===== src/rtl/core/vds_pkg.sv =====
// vds_pkg: shared types and constants of the vector distance and similarity unit
`timescale 1ns / 1ps
`default_nettype none
package vds_pkg;

  localparam int ElemWidth = 16;
  localparam int AccWidth  = 48;
  localparam int OutFrac   = 24;

  localparam logic signed [AccWidth-1:0] AccMax = {1'b0, {(AccWidth-1){1'b1}}};
  localparam logic signed [AccWidth-1:0] AccMin = {1'b1, {(AccWidth-1){1'b0}}};

  // metric codes
  localparam logic [1:0] METRIC_COSINE = 2'd0;
  localparam logic [1:0] METRIC_L2     = 2'd1;
  localparam logic [1:0] METRIC_INNER  = 2'd2;

  // status codes
  localparam logic [1:0] STATUS_OK   = 2'd0;
  localparam logic [1:0] STATUS_ZERO = 2'd1;
  localparam logic [1:0] STATUS_SAT  = 2'd2;

  typedef struct packed {
    logic signed [ElemWidth-1:0] a_elem;
    logic signed [ElemWidth-1:0] b_elem;
    logic                        last;
  } item_t;

  typedef struct packed {
    logic signed [AccWidth-1:0] distance;
    logic signed [AccWidth-1:0] similarity;
    logic [1:0]                 status;
  } result_t;

  // sums of one finished vector pair, handed from front to back
  typedef struct packed {
    logic signed [AccWidth-1:0] dot_sum;
    logic signed [AccWidth-1:0] norm_a_sum;
    logic signed [AccWidth-1:0] norm_b_sum;
    logic signed [AccWidth-1:0] diff_sq_sum;
    logic                       acc_ovf;
    logic [1:0]                 metric;
  } sums_t;

  // queue fill signals seen by the front
  typedef struct packed {
    logic empty;
    logic nearly_full;
  } qstat_t;

  // clamp a 52-bit signed value to 48 bits
  function automatic logic signed [AccWidth-1:0] sat48(input logic signed [51:0] x);
    logic signed [AccWidth-1:0] r;
    if (x > 52'(AccMax)) r = AccMax;
    else if (x < 52'(AccMin)) r = AccMin;
    else r = x[AccWidth-1:0];
    return r;
  endfunction

  function automatic logic is_sat48(input logic signed [51:0] x);
    return (x > 52'(AccMax)) || (x < 52'(AccMin));
  endfunction

endpackage
`default_nettype wire


===== src/rtl/core/vds_queue.sv =====
// vds_queue: short queue of finished sums between front and back
`timescale 1ns / 1ps
`default_nettype none
module vds_queue (
  input  wire              clk,
  input  wire              rst,
  input  wire              push,
  input  vds_pkg::sums_t   push_data,
  input  wire              pop,
  output vds_pkg::sums_t   head,
  output vds_pkg::qstat_t  qstat
);
  import vds_pkg::*;

  localparam int Depth = 4;

  sums_t      entries [Depth];
  logic [1:0] wr_ptr, rd_ptr;
  logic [2:0] count;

  assign head              = entries[rd_ptr];
  assign qstat.empty       = (count == 3'd0);
  // one slot kept for a beat still in the product stage
  assign qstat.nearly_full = (count >= 3'(Depth - 1));

  always_ff @(posedge clk) begin
    if (push) entries[wr_ptr] <= push_data;
  end

  // pointers and fill count
  always_ff @(posedge clk) begin
    if (rst) begin
      wr_ptr <= '0;
      rd_ptr <= '0;
      count  <= '0;
    end else begin
      if (push) wr_ptr <= wr_ptr + 2'd1;
      if (pop)  rd_ptr <= rd_ptr + 2'd1;
      count <= count + 3'(push) - 3'(pop);
    end
  end

`ifndef SYNTHESIS
  a_no_overflow: assert property (@(posedge clk) disable iff (rst)
    !(push && count == 3'(Depth) && !pop)) else $error("queue overflow");
  a_no_underflow: assert property (@(posedge clk) disable iff (rst)
    !(pop && count == 3'd0)) else $error("queue underflow");
  a_count_up: assert property (@(posedge clk) disable iff (rst)
    (push && !pop) |=> count == $past(count) + 3'd1) else $error("count slip");
`endif

endmodule
`default_nettype wire


===== config.mk =====
export PLATFORM = sky130hd
export DESIGN_NAME = vds_queue
export DESIGN_NICKNAME = d
export VERILOG_FILES = /design/src/rtl/core/vds_pkg.sv /design/src/rtl/core/vds_queue.sv
export SDC_FILE = /design/constraint.sdc
export NUM_CORES = 1
export LEC_CHECK = 0
export ABC_AREA = 0
export BUFFER_PORTS_ARGS = -buffer_cell sky130_fd_sc_hd__buf_2
export CELL_PAD_IN_SITES_DETAIL_PLACEMENT = 1
export CELL_PAD_IN_SITES_GLOBAL_PLACEMENT = 1
export CORE_ASPECT_RATIO = 1.4
export CORE_UTILIZATION = 46
export DETAILED_ROUTE_END_ITERATION = 8
export GPL_ROUTABILITY_DRIVEN = 0
export PLACE_DENSITY_LB_ADDON = 0.1
export SYNTH_ARGS = -nofsm -noshare
export SYNTH_HDL_FRONTEND = slang
export SYNTH_SLANG_ARGS = --single-unit
export TNS_END_PERCENT = 30

===== constraint.sdc =====
create_clock -name clk -period 6.65 [get_ports clk]
set_input_delay 1.33 -clock clk [delete_from_list [all_inputs] [get_ports clk]]
set_output_delay 1.33 -clock clk [all_outputs]
set_load 0.01 [all_outputs]

==> impl_results.md <==
- CP max FO: 60
- Root Buffer: clkbuf_16
- Max transition margin: 37.30%
- Unrepaired setup endpoints after global routing: no
- Setup_tns: 0 ps
- Leak: 11.24 nW
- Initial antenna violation count: 24
- Share of layout cells above drive strength 1: 45.65%
- Post-Syn Area: 28580 µm²
- Reg clk slew, reported paths: 60 ps
- Initial core utilization: 46.72%
- Placed Instances: 2249
- Synthesized Nets: 1271
- Top-count cell post-synth: edfxtp_1
- Synth cell types: 20
- Vias in the first global route: 14103
- All-Layer GR Usage: 19.59%
- Largest net degree at the start of global routing: 110
- Min-delay src: rd_ptr[1]
- DP Area: 31490 µm²
- Fin worst setup slack: 2430 ps
- Critical Path, Cell by Cell: buf_4, mux4_2, buf_2
- Total gr overflow: 0
- Nets: 1716
- Core box area: 61180 µm²
- Area occupied by multi-input gates: 4638 µm²
- Critical path launch point type: register
- # IOs: 396
- Slowest stage cell on the critical path: buf_4
- Clock Sink Count: 789
- Final Cycle Share: 63.46%
- # setup viols final: 0
- PwrDens: 322.2 nW/µm²
- # DRC: 0
- R2R depth: 3
- Largest area contributor in the netlist: edfxtp_1
- Async S/R FF share, synth: 0%
- Final wirelength: 60560 µm
- H-tree depth reported by CTS: 3
- Synth cell count leaders: edfxtp_1 (780), mux4_2 (195), buf_2 (21), buf_6 (18), dfxtp_1 (9)
- Chip Width: 212.7 µm
- Post-Syn Instances: 1064
- Reg2reg setup slack: 4180 ps
- Hold path cells: 2
- TritonRoute pass-1 iters: 5
- Post-CTS setup buffers: 0
- Critical Path RT: 5320 ps
- # fillers: 5262
- Number of CTS-inserted buffers: 75
- Critical Path Max Stage Delay: 830 ps
- Nature of the critical path endpoint: primary output
- FF-to-FF Start: wr_ptr[0]
- Worst reg2reg endpoint: entries[1][187]
- WP data arrival: 2890 ps
- Worst-margin pin slew: 940.4 ps
- Post-CTS sizing: 0
- DR vias/cell: 5.335
- Critical path type: reg2out
- Finished Cell Area: 33840 µm²
- CTS tree: built
- Die height: 296.9 µm
- Latest clock arrival within the worst-skew pair: 610 ps
- DRT iter0 DRCs: 789
- Yosys top cell area share: 81.94%
- EDFF count, synth: 780
- Endpoints failing hold: 0
- Maxcap violations: 0
- First-pass GRT wire length: 89580 µm
- Yosys warns: 0
- Rows: 107
- Register Area: 23610 µm²
- Vias: 12739
- Final ANT Viol Nets: 0
- Max Clk Rate: 236.9 MHz
- Fin cells: 2388
- Cts-stage hold buffer count: 0
- Area growth, synth to finish: 18.38%
- Port Buf Inserts: 395
- Yosys reg bits: 789
- Clock Path Buffers: 3
- Clk_skew: 22.25 ps
- Largest cells by area after synthesis: edfxtp_1 (82%), mux4_2 (15%), buf_6 (0.71%), dfxtp_1 (0.63%), buf_2 (0.37%)
- Hpwl dp: 37170 µm
- Register area share after synthesis: 82.57%
- Post-placement worst setup slack: 2992 ps
- WHS: 544.2 ps
- Min-delay worst type: reg2reg
- Primary FF master, synth: edfxtp_1
- Run status: completed
- Die ar.: 63150 µm²
- Avg Synthesized Cell Area: 26.86 µm²
- Avg WL per Cell: 25.36 µm
- Worst VDD drop: 227.9 µV
- Max-slew violations: 0
- Tmin final: 4220 ps
## layout by cell type (no fill, tap or decap), types with 3 or more instances in the layout
cell type and instances:
bufinv_16 5, diode_2 7, clkbuf_1 22, clkinv_2 9, edfxtp_1 780, buf_12 7
and2_4 4, xnor2_1 3, nor2_1 5, ha_1 7, dfxtp_1 7, clkinv_1 10
buf_4 10, inv_1 7, mux4_2 195, inv_6 3, clkinvlp_4 4, buf_2 395
clkbuf_16 77
## worst max-delay path: cells and delay by family, from the launching register on
family | cells | cell delay, ps
multiplexers | 1 | 460
buffers and inverters | 2 | 1000
flip-flops | 1 | 730
## worst max path at each step
stage,from,to,depth (start not counted)
final,register,head[113],3
after global routing,register,head[170],3
after CTS,register,head[166],3
after detailed placement,register,head[166],3
after global placement,register,head[113],3
after floorplan,push,entries[0][0],1
## layout make-up
| type | instances | share of cell area, % |
|---|---|---|
| Sequential cell | 789 | 69.77 |
| Multi-Input combinational cell | 224 | 13.71 |
| Timing Repair Buffer | 412 | 6.478 |
| Clock buffer | 99 | 5.938 |
| Tap cell | 817 | 3.021 |
| Clock inverter | 33 | 0.9503 |
| Inverter | 7 | 0.07765 |
| Antenna cell | 7 | 0.05177 |
## registers in the layout (all words and copies together), names as in the netlist, named ones only
| signal | count |
|---|---|
| entries | 780 |
| wr_ptr | 2 |
| count | 3 |
| rd_ptr | 2 |
## through the flow
stage | power, mW | util (%)
finish | 10.90 | 55.31
detailed placement | 6.951 | 51.47
floorplan | 6.510 | -
global placement | 6.923 | 51.47
global route | 11.29 | 55.30
CTS | 11.06 | 55.28
## cells by family after synthesis
group                      count (synthesis)  synth area share (%)
DFF                                      789                 82.57
AOI/OAI and AO/OA                          3               0.07001
and+or+nand+nor                           14                0.2539
adders and majority gates                  8                0.3764
xor gates and xnor gates                   3               0.09194
buffers and inverters                     51                 1.234
muxes                                    196                 15.40
## report_power, final
group | internal [mW] | total [mW] | leakage [nW] | switching (mW)
Sequential | 5.72 | 5.79 | 7.24 | 0.0695
Clock | 2.33 | 4.09 | 1.12 | 1.76
Combinational | 0.451 | 1.03 | 2.87 | 0.575
## layer usage
layer	track usage, %	part of all wire [%]
met1	23.96	38
met3	7.158	8.2
met4	6.355	1.9
met5	0	0.34
met2	32.21	51
No activity file was read; power rests on OpenSTA's default activity.
