--- config.mk ---
export PLATFORM = sky130hd
export DESIGN_NAME = vds_back
export DESIGN_NICKNAME = d
export VERILOG_FILES = /design/src/rtl/core/vds_pkg.sv /design/src/rtl/core/vds_back.sv
export SDC_FILE = /design/constraint.sdc
export NUM_CORES = 2
export LEC_CHECK = 0
export ABC_CLOCK_PERIOD_IN_PS = 41200
export BUFFER_PORTS_ARGS = -buffer_cell sky130_fd_sc_hd__buf_4
export CAP_MARGIN = 20
export CORE_MARGIN = 2
export CORE_UTILIZATION = 65
export DETAILED_ROUTE_END_ITERATION = 8
export PLACE_DENSITY = 0.93
export SYNTH_ARGS = -nofsm -noshare
export SYNTH_HDL_FRONTEND = slang
export SYNTH_SLANG_ARGS = --single-unit
--- constraint.sdc ---
create_clock -name clk -period 41.2 [get_ports clk]
set_input_delay 8.24 -clock clk [delete_from_list [all_inputs] [get_ports clk]]
set_output_delay 8.24 -clock clk [all_outputs]
set_load 0.03 [all_outputs]
--- src/rtl/core/vds_pkg.sv ---
// vds_pkg: shared types and constants of the vector distance and similarity unit
`timescale 1ns / 1ps
`default_nettype none
package vds_pkg;

  localparam int ElemWidth = 16;
  localparam int AccWidth  = 48;
  localparam int OutFrac   = 24;

  localparam logic signed [AccWidth-1:0] AccMax = {1'b0, {(AccWidth-1){1'b1}}};
  localparam logic signed [AccWidth-1:0] AccMin = {1'b1, {(AccWidth-1){1'b0}}};

  // metric codes
  localparam logic [1:0] METRIC_COSINE = 2'd0;
  localparam logic [1:0] METRIC_L2     = 2'd1;
  localparam logic [1:0] METRIC_INNER  = 2'd2;

  // status codes
  localparam logic [1:0] STATUS_OK   = 2'd0;
  localparam logic [1:0] STATUS_ZERO = 2'd1;
  localparam logic [1:0] STATUS_SAT  = 2'd2;

  typedef struct packed {
    logic signed [ElemWidth-1:0] a_elem;
    logic signed [ElemWidth-1:0] b_elem;
    logic                        last;
  } item_t;

  typedef struct packed {
    logic signed [AccWidth-1:0] distance;
    logic signed [AccWidth-1:0] similarity;
    logic [1:0]                 status;
  } result_t;

  // sums of one finished vector pair, handed from front to back
  typedef struct packed {
    logic signed [AccWidth-1:0] dot_sum;
    logic signed [AccWidth-1:0] norm_a_sum;
    logic signed [AccWidth-1:0] norm_b_sum;
    logic signed [AccWidth-1:0] diff_sq_sum;
    logic                       acc_ovf;
    logic [1:0]                 metric;
  } sums_t;

  // queue fill signals seen by the front
  typedef struct packed {
    logic empty;
    logic nearly_full;
  } qstat_t;

  // clamp a 52-bit signed value to 48 bits
  function automatic logic signed [AccWidth-1:0] sat48(input logic signed [51:0] x);
    logic signed [AccWidth-1:0] r;
    if (x > 52'(AccMax)) r = AccMax;
    else if (x < 52'(AccMin)) r = AccMin;
    else r = x[AccWidth-1:0];
    return r;
  endfunction

  function automatic logic is_sat48(input logic signed [51:0] x);
    return (x > 52'(AccMax)) || (x < 52'(AccMin));
  endfunction

endpackage
`default_nettype wire

--- src/rtl/core/vds_back.sv ---
// vds_back: sequential multiply, square root and divide that turn sums into a result
`timescale 1ns / 1ps
`default_nettype none
module vds_back (
  input  wire              clk,
  input  wire              rst,
  input  wire              q_empty,
  input  vds_pkg::sums_t   head,
  output logic             pop,
  output logic             result_valid,
  input  wire              result_stall,
  output vds_pkg::result_t result
);
  import vds_pkg::*;

  typedef enum logic [2:0] {S_IDLE, S_MUL, S_SQRT, S_DIV, S_FIN, S_DONE} state_t;

  state_t                     state;
  sums_t                      job;
  logic [6:0]                 cnt;
  logic [95:0]                mul_a, acc;
  logic [47:0]                mul_b;
  logic [95:0]                rad;
  logic [49:0]                srem;
  logic [47:0]                root;
  logic [71:0]                dvd, quo;
  logic [47:0]                dvs;
  logic [48:0]                drem;
  result_t                    res;

  logic [51:0]                srem_sh, strial;
  logic [48:0]                drem_sh;
  logic [95:0]                acc_add;
  logic [47:0]                dot_mag;
  logic                       zero_norm;
  result_t                    fin;

  assign pop       = (state == S_IDLE) && !q_empty;
  assign zero_norm = head.norm_a_sum[47] || (head.norm_a_sum == '0) ||
                     head.norm_b_sum[47] || (head.norm_b_sum == '0);
  assign acc_add   = mul_b[0] ? acc + mul_a : acc;
  assign srem_sh   = {srem, rad[95:94]};
  assign strial    = {2'b00, root, 2'b01};
  assign drem_sh   = {drem[47:0], dvd[71]};
  assign dot_mag   = job.dot_sum[47] ? 48'(-job.dot_sum) : job.dot_sum;

  // result of a cosine or L2 job from quotient and root
  always_comb begin
    logic signed [51:0] c, d;
    logic               neg;
    neg = job.dot_sum[47];
    fin = '{distance: '0, similarity: '0, status: STATUS_OK};
    c = '0;
    d = '0;
    if (job.metric == METRIC_L2) begin
      fin.distance   = root;
      fin.similarity = quo[47:0];
    end else if (quo[71:48] != '0) begin
      fin.similarity = neg ? AccMin : AccMax;
      fin.distance   = neg ? AccMax : AccMin;
      fin.status     = STATUS_SAT;
    end else begin
      c = neg ? -52'(quo[47:0]) : 52'(quo[47:0]);
      d = (52'sd1 <<< OutFrac) - c;
      fin.similarity = sat48(c);
      fin.distance   = sat48(d);
      if (is_sat48(c) || is_sat48(d)) fin.status = STATUS_SAT;
    end
    if (fin.status == STATUS_OK && job.acc_ovf) fin.status = STATUS_SAT;
  end

  // sequencer with output register
  always_ff @(posedge clk) begin
    if (rst) begin
      state        <= S_IDLE;
      result_valid <= 1'b0;
    end else begin
      if (result_valid && !result_stall && state != S_DONE) result_valid <= 1'b0;
      case (state)
        S_IDLE: begin
          if (!q_empty) begin
            job <= head;
            case (head.metric)
              METRIC_COSINE: begin
                if (zero_norm) begin
                  res   <= '{distance: AccMax, similarity: AccMax, status: STATUS_ZERO};
                  state <= S_DONE;
                end else begin
                  mul_a <= {48'd0, head.norm_a_sum};
                  mul_b <= head.norm_b_sum;
                  acc   <= '0;
                  cnt   <= 7'd48;
                  state <= S_MUL;
                end
              end
              METRIC_L2: begin
                rad   <= head.diff_sq_sum[47] ? '0 : {24'd0, head.diff_sq_sum, 24'd0};
                srem  <= '0;
                root  <= '0;
                cnt   <= 7'd48;
                state <= S_SQRT;
              end
              METRIC_INNER: begin
                res.similarity <= head.dot_sum;
                res.distance   <= sat48(-52'(head.dot_sum));
                res.status     <= (head.dot_sum == AccMin || head.acc_ovf) ?
                                  STATUS_SAT : STATUS_OK;
                state          <= S_DONE;
              end
              default: begin
                res   <= '{distance: AccMax, similarity: '0, status: STATUS_SAT};
                state <= S_DONE;
              end
            endcase
          end
        end
        S_MUL: begin
          acc   <= acc_add;
          mul_a <= mul_a << 1;
          mul_b <= mul_b >> 1;
          cnt   <= cnt - 7'd1;
          if (cnt == 7'd1) begin
            rad   <= acc_add;
            srem  <= '0;
            root  <= '0;
            cnt   <= 7'd48;
            state <= S_SQRT;
          end
        end
        S_SQRT: begin
          rad <= rad << 2;
          if (srem_sh >= strial) begin
            srem <= 50'(srem_sh - strial);
            root <= {root[46:0], 1'b1};
          end else begin
            srem <= srem_sh[49:0];
            root <= {root[46:0], 1'b0};
          end
          cnt <= cnt - 7'd1;
          if (cnt == 7'd1) begin
            state <= S_DIV;
            cnt   <= 7'd72;
            drem  <= '0;
            quo   <= '0;
            // divider operands, taken from the root as it completes
            if (job.metric == METRIC_L2) begin
              dvd <= 72'd1 << (2 * OutFrac);
              dvs <= (48'd1 << OutFrac) + {root[46:0], (srem_sh >= strial)};
            end else begin
              dvd <= {dot_mag, 24'd0};
              dvs <= {root[46:0], (srem_sh >= strial)};
            end
          end
        end
        S_DIV: begin
          dvd <= dvd << 1;
          if (drem_sh >= {1'b0, dvs}) begin
            drem <= drem_sh - {1'b0, dvs};
            quo  <= {quo[70:0], 1'b1};
          end else begin
            drem <= drem_sh;
            quo  <= {quo[70:0], 1'b0};
          end
          cnt <= cnt - 7'd1;
          if (cnt == 7'd1) state <= S_FIN;
        end
        S_FIN: begin
          res   <= fin;
          state <= S_DONE;
        end
        S_DONE: begin
          if (!result_valid || !result_stall) begin
            result       <= res;
            result_valid <= 1'b1;
            state        <= S_IDLE;
          end
        end
        default: state <= S_IDLE;
      endcase
    end
  end

`ifndef SYNTHESIS
  a_pop_idle: assert property (@(posedge clk) disable iff (rst)
    pop |=> state != S_IDLE) else $error("pop without leaving idle");
  a_div_nonzero: assert property (@(posedge clk) disable iff (rst)
    (state == S_DIV) |-> dvs != '0) else $error("divide by zero");
  a_load_done: assert property (@(posedge clk) disable iff (rst)
    (state == S_DONE && !(result_valid && result_stall)) |=> result_valid)
    else $error("result not loaded");
`endif

endmodule
`default_nettype wire

==> run_results.csv <==
group,metric,value,unit
power,ir_drop,0.0484,mV
yosys,ys_dominant_reg_cell,"edfxtp_1",
clock_network,clk_pin_slew_worst_paths,0.07,ns
grt,antenna_found_initial,3,
worst_setup_path,required,32.96,ns
final_layout,area.growth.synth_to_final,11.5,%
yosys,ys_seq_elements,908,
worst_setup_path,cp_max_fo,4,
placed_design,io_buffer_count,298,
clock_network,ctsResizeCount,0,
yosys,library_cell_with_the_highest_instance_count_after_synthesis,"edfxtp_1",
final_layout,post_route_cells_drive_above_1_share,11.0,%
sta,final_worst_path_cycle_share,41.6,%
final_layout,layout.filler_cells,5397,
sta,tightest_slew,1.35,ns
die,die-height,291,um
clock_network,cts.root.buffer_cell,"clkbuf_16",
sta,maxClockFrequency,58.4,MHz
yosys,portion_of_the_post_synthesis_area_used_by_sequential_elements,50.9,%
yosys,yosys-top-cells-count,"904 x edfxtp_1, 682 x nand2_1, 487 x nor2_1",
worst_setup_path,startpoint_type,"primary input",
final_layout,num-nets-final,5801,
drt,drc_errors,0,
die,floorplan.rows,105,
yosys,post_synth.cell_area_avg,10.2,um2
grt,number_of_global_route_vias_before_repair,41700,
yosys,synth.lib_cells_used.distinct,91,
clock_network,longest_clk_path_bufs,3,
yosys,netlist_area,0.0535,mm2
die,initial_core_utilization,65.4,%
clock_network,insertion_delay,0.68,ns
yosys,netlist_instances,5243,
sta,grt_setup_unrepaired,"no",
drt,wirelength,156000,um
clock_network,postcts_setup_bufs,0,
yosys,synth_largest_type_area_fraction,50.8,%
die,design.die.area,0.0846,mm2
drt,vias_per_cell,6.69,
grt,groute.usage.overall,36.1,%
drt,first_iter_violations,6656,
drt,drt.antenna.violating_nets,0,
die,die_width,291,um
sta,setup_viol,0,
clock_network,clock_sink_count,908,
sta,skew,0.0291,ns
worst_setup_path,critical_path_endpoint_category,"primary output",
worst_setup_path,critical_path.cell_chain,"buf_4 > nor4_1 > buf_4",
yosys,synth_fp_nets,5644,
drt,routedWlPerCell,23.8,um
sta,drv_slew,0,
yosys,syn_warnings,0,
placed_design,routabilityCongestion,1.04,
run_status,outcome,"completed",
yosys,synth_enable_flop_cells,904,
grt,global_route_wire_length_before_repair,239000,um
sta,hold_violations,0,
placed_design,dp_hpwl,110000,um
worst_setup_path,arrival_time_at_the_worst_endpoint,8.88,ns
sta,timing.final.crit_period,17.12,ns
sta,hold_ws,0.413,ns
clock_network,tritoncts,"done",
grt,global_route.overflow_total,0,
power,static-leakage-power,23.1,nW
sta,worst_slew_margin_rel,9.73,%
worst_setup_path,critPathSlowestCell,"nor4_1",
worst_setup_path,critical-path-top-cell-by-count,"buf_4",
yosys,async_reset_ff_share,0,%
drt,firstDrtPassIters,7,
worst_setup_path,critical-path-max-stage-delay,0.29,ns
clock_network,postCtsHoldBufs,0,
flow_run,maxCapViolations,0,
sta,tns,0,ns
yosys,yosys.area.top_type,"edfxtp_1",
worst_setup_path,timing_worst_setup_path_type,"primary input to primary output",
yosys,synth.top_cells.by_area,"edfxtp_1 51%, nand2_1 4.8%, ha_1 4.7%, xnor2_1 3.8%, nor2_1 3.4%",
drt,num_vias,43800,
power,powerDensity,54.2,mW/mm2
die,core_area,0.0817,mm2
grt,grt_max_degree,206,
die,design.portCount,299,
clock_network,numCtsBuffers,94,
clock_network,htreeDepth,3,
hold_path,hold_path_class,"flop to flop",
## worst paths after layout
kind / from / end / slack [ns] / cells after the start
setup / recovery: q_empty / pop / 24.08 / 3
hold / removal: res[8]$_DFFE_PP_ / result[8]$_DFFE_PP_ / 0.41 / 0
setup reg to reg: quo[0]$_SDFFCE_PN0P_ / res[65]$_DFFE_PP_ / 34.64 / 15
hold reg to reg: res[8]$_DFFE_PP_ / result[8]$_DFFE_PP_ / 0.41 / 0
## per-stage QoR
stage | util [%] | instances | setup WS (ns) | total power [W] | cell area (um2)
floorplan | - | 5243 | 14.95 | 0.00209 | 53500
global placement | 69.0 | 6371 | 24.09 | 0.00229 | 56400
detailed placement | 69.0 | 6371 | 24.09 | 0.00233 | 56400
CTS | 72.8 | 6546 | 24.08 | 0.00320 | 59500
global route | 72.9 | 6550 | 24.02 | 0.00336 | 59600
finish | 72.9 | 6551 | 24.08 | 0.00323 | 59600
## placed cells by master, fill, tap and decap left out, drive strengths merged, types with 12 or more instances in the layout
cell type	Yosys	routed
o21a	26	26
a31oi	38	38
clkinv	0	33
a221o	51	51
o21bai	40	40
nor2	488	488
a22o	14	14
a41oi	12	12
nor4	62	62
or2	19	19
o21ai	262	262
or3	36	36
buf	41	349
o211ai	16	16
nand2b	31	31
nand4	63	63
a21oi	309	309
a21o	149	149
a221oi	70	70
xor2	142	142
nand2	682	682
and3	84	84
nor3b	14	14
ha	200	200
nand3	81	81
and2	68	68
mux2i	127	127
o31ai	66	66
a211oi	63	63
nor3	168	168
xnor2	235	235
clkbuf	247	117
nor2b	46	46
or4	21	21
inv	221	229
o41ai	22	22
edfxtp	904	904
## final cells by class
class	count	area [um2]	area share, %
Sequential cell	908	27200	45.7
Multi-Input combinational cell	3826	24400	41.0
Timing Repair Buffer	349	2670	4.48
Clock buffer	117	2500	4.20
Tap cell	1070	1340	2.25
Inverter	221	830	1.39
Clock inverter	58	612	1.03
Antenna cell	2	5.00	0.00840
## logic make-up (layout without fill, tap and decap cells)
| family | Yosys count | after routing | share of synthesized area, % |
|---|---|---|---|
| mux | 129 | 129 | 2.42 |
| compound gates | 1225 | 1225 | 15.7 |
| fa+ha+maj | 202 | 202 | 4.76 |
| buf+inv | 509 | 745 | 3.67 |
| flops | 908 | 908 | 50.9 |
| other cells | 0 | 2 | 0 |
| simple gates | 1893 | 1893 | 16.4 |
| xor+xnor | 377 | 377 | 6.18 |
## worst max-delay path: cells and delay by family
family,cells,cell delay [ns]
buf+inv,2,0.35
simple gates,1,0.29
## per-layer routing
layer | routed length [um] | share of wire [%] | global-route usage [%] | up-vias
met5 | 0 | 0 | 0 | -
met4 | 9360 | 6.0 | 18.5 | 0
met3 | 18100 | 12 | 6.92 | 543
met2 | 71900 | 46 | 57.8 | 2935
met1 | 56900 | 36 | 47.1 | 20700
li1 | - | - | - | 19600
## power by group
part	total, W	internal, W	switching (W)
registers	0.00131	0.00123	0.0000821
clock network	0.000872	0.000492	0.000381
logic	0.00105	0.000362	0.000686
total	0.00323	0.00208	0.00115
## state kept, by name (all words and copies together) (netlist names), 3 cells and up
| signal | cells |
|---|---|
| res | 98 |
| result | 98 |
| acc | 96 |
| mul_a | 96 |
| rad | 96 |
| quo | 72 |
| job | 51 |
| srem | 50 |
| drem | 48 |
| dvd | 48 |
| dvs | 48 |
| mul_b | 48 |
| root | 48 |
| cnt | 7 |
| state | 3 |
Note: power is estimated with default switching activity, not from simulation.
